## config.mk

```make
export PLATFORM = sky130hd
export DESIGN_NAME = nla_ram
export DESIGN_NICKNAME = d
export VERILOG_FILES = /design/src/design/node_lock_fcfs_sjf_arbiter_macros.svh /design/src/design/nla_ram.sv
export SDC_FILE = /design/constraint.sdc
export NUM_CORES = 1
export LEC_CHECK = 0
export BUFFER_PORTS_ARGS = -buffer_cell sky130_fd_sc_hd__buf_2
export CORE_AREA = 5 5 109 122
export DETAILED_ROUTE_END_ITERATION = 10
export DIE_AREA = 0 0 114 127
export SYNTH_ARGS = -nofsm -noshare
export SYNTH_HDL_FRONTEND = slang
export SYNTH_SLANG_ARGS = --single-unit
export TNS_END_PERCENT = 30
```

## constraint.sdc

```tcl
create_clock -name clk -period 2.7 [get_ports clk]
set_clock_uncertainty 0.2 [all_clocks]
set_input_delay 0.27 -clock clk [delete_from_list [all_inputs] [get_ports clk]]
set_output_delay 0.27 -clock clk [all_outputs]
set_load 0.05 [all_outputs]
```

## src/design/node_lock_fcfs_sjf_arbiter_macros.svh

```systemverilog
// ---------------------------------------------------------------------------
// Node lock arbiter assertion macros
// Concurrent assertion shorthands clocked on clk and disabled in reset.
// ---------------------------------------------------------------------------
`ifndef NODE_LOCK_FCFS_SJF_ARBITER_MACROS_SVH
`define NODE_LOCK_FCFS_SJF_ARBITER_MACROS_SVH

// same-cycle implication
`define NLA_ASSERT_IMP(lbl, ante, cons) \
    lbl: assert property (@(posedge clk) disable iff (!rst_n) (ante) |-> (cons)) \
        else $error("assertion failed: same-cycle implication");

// next-cycle implication
`define NLA_ASSERT_NXT(lbl, ante, cons) \
    lbl: assert property (@(posedge clk) disable iff (!rst_n) (ante) |=> (cons)) \
        else $error("assertion failed: next-cycle implication");

`endif

```

## src/design/nla_ram.sv

```systemverilog
// ---------------------------------------------------------------------------
// Node lock arbiter RAM
// Generic simple dual-port RAM, one write and one registered read port.
// ---------------------------------------------------------------------------
module nla_ram #(
    parameter  int WIDTH = 8,
    parameter  int DEPTH = 16,
    localparam int AW    = $clog2(DEPTH)
) (
    input  logic             clk,
    input  logic             wr_en,
    input  logic [AW-1:0]    wr_addr,
    input  logic [WIDTH-1:0] wr_data,
    input  logic             rd_en,
    input  logic [AW-1:0]    rd_addr,
    output logic [WIDTH-1:0] rd_data
);

    logic [WIDTH-1:0] mem [DEPTH];

    always_ff @(posedge clk)
    begin
        if (wr_en)
        begin
            mem[wr_addr] <= wr_data;
        end
        if (rd_en)
        begin
            rd_data <= mem[rd_addr];
        end
    end

endmodule

```

# == Word level (Yosys, flattened, before mapping) ==
# Memory sizes are Yosys's and may differ from the RTL's. A register that Yosys moved wholly into a read port is not among the register bits.
# Index checks and enable logic that the tools add are counted.
# totals
input_bits,19
ramBits,128
output_inout_bits,8
reg_bits,0
elab_cells,3
mem_count,1
# mem_list
name,words,word_bits,rd,rd_ports_with_merged_regs,wr,line_no,text
mem,16,8,1,1,1,nla_ram.sv:19,logic [WIDTH-1:0] mem [DEPTH];
# classes
muxes,2
# op_table
operator,count
$mux W1,2

# == Logic depth before layout (Yosys ltp) ==
# depth
word_depth,2
depth_mapped,5
ltp_nobuf,3

# == Worst setup path before layout ==
# Ideal clock, no wire load.
# synth_timing
kind,input port to flip-flop
from,input wr_addr[2]
to,"memory mem[0][0], enable pin"
setup_time_ns,0.383
path_slack_ns,0.737
path_buffers,0
path_stages,2
t_arrival_ns,1.380
t_required_ns,2.117
path_cell_list,or3b_2 > nor3_1
# synth_rtl
item,line_no,text
start: declaration,nla_ram.sv:12,"input logic [AW-1:0] wr_addr,"
end: declaration,nla_ram.sv:19,
# Straight into the memory's write port.

==> impl_metrics.tcl <==
set metrics [dict create \
    synthCells 229 \
    gr-total-overflow 0 \
    syn_nets 248 \
    cts_tree "done" \
    core.rowCount 42 \
    dp_hpwl_um 6580 \
    yosysSeqAreaShare_pct 78.1 \
    drc 0 \
    stdcell_count 449 \
    synth_async_sr_flop_share_pct 0 \
    hold_viol 0 \
    grt_pass1_vias 2602 \
    cp.arrival_ns 1.67 \
    grt.total_usage_pct 15.4 \
    initial_utilization_pct 44.2 \
    synth-simple-area-share_pct 3.14 \
    core-area_um2 11800 \
    numCtsBuffers 17 \
    ant_nets 0 \
    antenna_found_initial 0 \
    max_freq_ghz 0.582 \
    post_cts_buffers 0 \
    rsz0062_at_grt "no" \
    numPortBuffers 26 \
    synthTopCellsByArea "edfxtp_1 (78%), mux4_2 (7.8%), mux4_1 (7.0%)" \
    status "finished, final reports clean" \
    relSlewSlack_pct 49.4 \
    syn_area_per_cell_um2 22.8 \
    synth_compound_area_share_pct 2.30 \
    viasPerCell 5.47 \
    die-area_um2 14500 \
    io_pins 27 \
    synth_top_family_by_area "multiplexers" \
    tightest_slew_ns 0.756 \
    antenna_cells_inserted 0 \
    clkSinkCount 136 \
    leakage_nw 2.10 \
    yosysWarnings 0 \
    ys.flop_type "edfxtp_1" \
    synth_mux_area_share_pct 14.8 \
    ctsResizeCount 0 \
    num_vias 2455 \
    end_kind "register" \
    setup_viol 0 \
    worstPathRequired_ns 2.66 \
    clkLatencyLatePin_ns 0.41 \
    synth.top_cell.area_share_pct 78.1 \
    area_growth_pct 18.8 \
    synth_seq_cells 136 \
    syn_area_um2 5230 \
    path_clk_slew_ns 0.06 \
    dr.pass1.iters 4 \
    critical_path_class "reg -> reg" \
    post-route-period-util_pct 63.6 \
    die_h_um 127 \
    synth_cell_types 18 \
    grt_max_degree 33 \
    tns_ns 0 \
    grt_pass1_wl_um 15800 \
    power.density_nw_per_um2 790 \
    die_w_um 114 \
    drv_slew 0 \
    drive_gt1_share_pct 31.5 \
    cts_buffer_depth 2 \
    synthAdderAreaFrac_pct 0 \
    clockRootBuffer "clkbuf_16" \
    crit_fanout 1 \
    gp_congestion 0.753 \
    wl_per_cell_um 22.8 \
    yosysTopAreaCell "edfxtp_1" \
    fin_nets 301 \
    start_kind "register" \
    synth-xor-area-share_pct 0 \
    finalCriticalPeriod_ns 1.72 \
    h-tree-depth 4 \
    irDropWorstVdd_uv 523 \
    cap_violations 0 \
    ctsHoldBuffers 0 \
    synth_edf_count 136 \
    placed_cells 417 \
    routed_wl_um 10200 \
    drtIter0Drc 154 \
    hold_class "in -> reg" \
]
==> final timing paths <==
kind | from | end | slack (ns) | depth (start not counted)
max | mem[1][5] | rd_data[5] | 0.98 | 3
min reg2reg | mem[14][4] | rd_data[4] | 0.55 | 3
max reg2reg | mem[1][5] | rd_data[5] | 0.98 | 3
min | rd_en | rd_data[7] | 0.04 | 1
==> worst max-delay path, cell delays in order, from the launching register on <==
cell and delay, ns:
edfxtp_1 0.36, mux4_1 0.50, a22oi_1 0.32, nand2_1 0.09
==> routing by layer <==
layer	global-route usage, %	share of wire, %	vias to the layer above
met1	21.1	45	1299
met5	0	0	-
met3	4.35	4.3	13
met4	4.82	1.1	0
li1	-	-	1085
met2	24.1	50	58
==> report_power, final <==
part	internal [mW]	total, mW	switching, mW
combinational	0.0925	0.254	0.162
sequential	2.38	2.39	0.0116
clock	1.43	2.26	0.824
total	3.91	4.90	0.998
==> registers in the layout, summed over array words and instances (netlist names) <==
signal   count
rd_data      8
mem        128
==> cells by family after synthesis <==
kind of cell | Yosys count
and+or+nand+nor | 35
DFF | 136
buffers and inverters | 10
AOI/OAI and AO/OA | 16
muxes | 32
==> cells in the mapped netlist (2+ instances only) <==
| master | instances |
|---|---|
| nor3_1 | 4 |
| clkdlybuf4s25_2 | 3 |
| nand3b_1 | 2 |
| nor2_1 | 13 |
| nand2b_1 | 2 |
| edfxtp_1 | 136 |
| mux4_1 | 14 |
| buf_2 | 3 |
| buf_6 | 3 |
| nand2_1 | 9 |
| mux4_2 | 18 |
| a22oi_1 | 16 |
==> per-stage QoR <==
stage               power (mW)  util, %  worst slack (ns)  cell area, um2  hold slack [ns]
floorplan                 2.59        -             0.737            5230            0.169
global placement          2.69     47.6             0.602            5620            0.458
detailed placement        2.69     47.6             0.581            5620            0.458
CTS                       4.95     52.5             0.995            6210           0.0250
global route              5.06     52.5             0.887            6210           0.0256
finish                    4.90     52.5             0.983            6210           0.0366
==> final cells by class <==
| class | instances | area [um2] |
|---|---|---|
| fillers | 912 | 5610 |
| clock buffers | 17 | 425 |
| repair buffers | 44 | 290 |
| multi-input cells | 83 | 1060 |
| well taps | 154 | 193 |
| clock inverters | 15 | 160 |
| flip-flops and latches | 136 | 4080 |
==> layout by cell type (no fill, tap or decap) <==
| cell | count |
|---|---|
| bufinv_16 | 3 |
| mux4_1 | 14 |
| clkinv_1 | 2 |
| clkinv_4 | 2 |
| nand3b_1 | 2 |
| nor3_1 | 4 |
| and2_1 | 1 |
| and2b_1 | 1 |
| buf_4 | 16 |
| nand3_1 | 1 |
| nand2_1 | 9 |
| a22oi_1 | 16 |
| clkbuf_16 | 17 |
| nand2b_1 | 2 |
| buf_2 | 26 |
| or3b_2 | 1 |
| clkinvlp_4 | 2 |
| nor2b_1 | 1 |
| clkinv_2 | 6 |
| mux4_2 | 18 |
| buf_12 | 2 |
| edfxtp_1 | 136 |
| nor2_1 | 13 |
No activity file was read; power rests on OpenSTA's default activity.
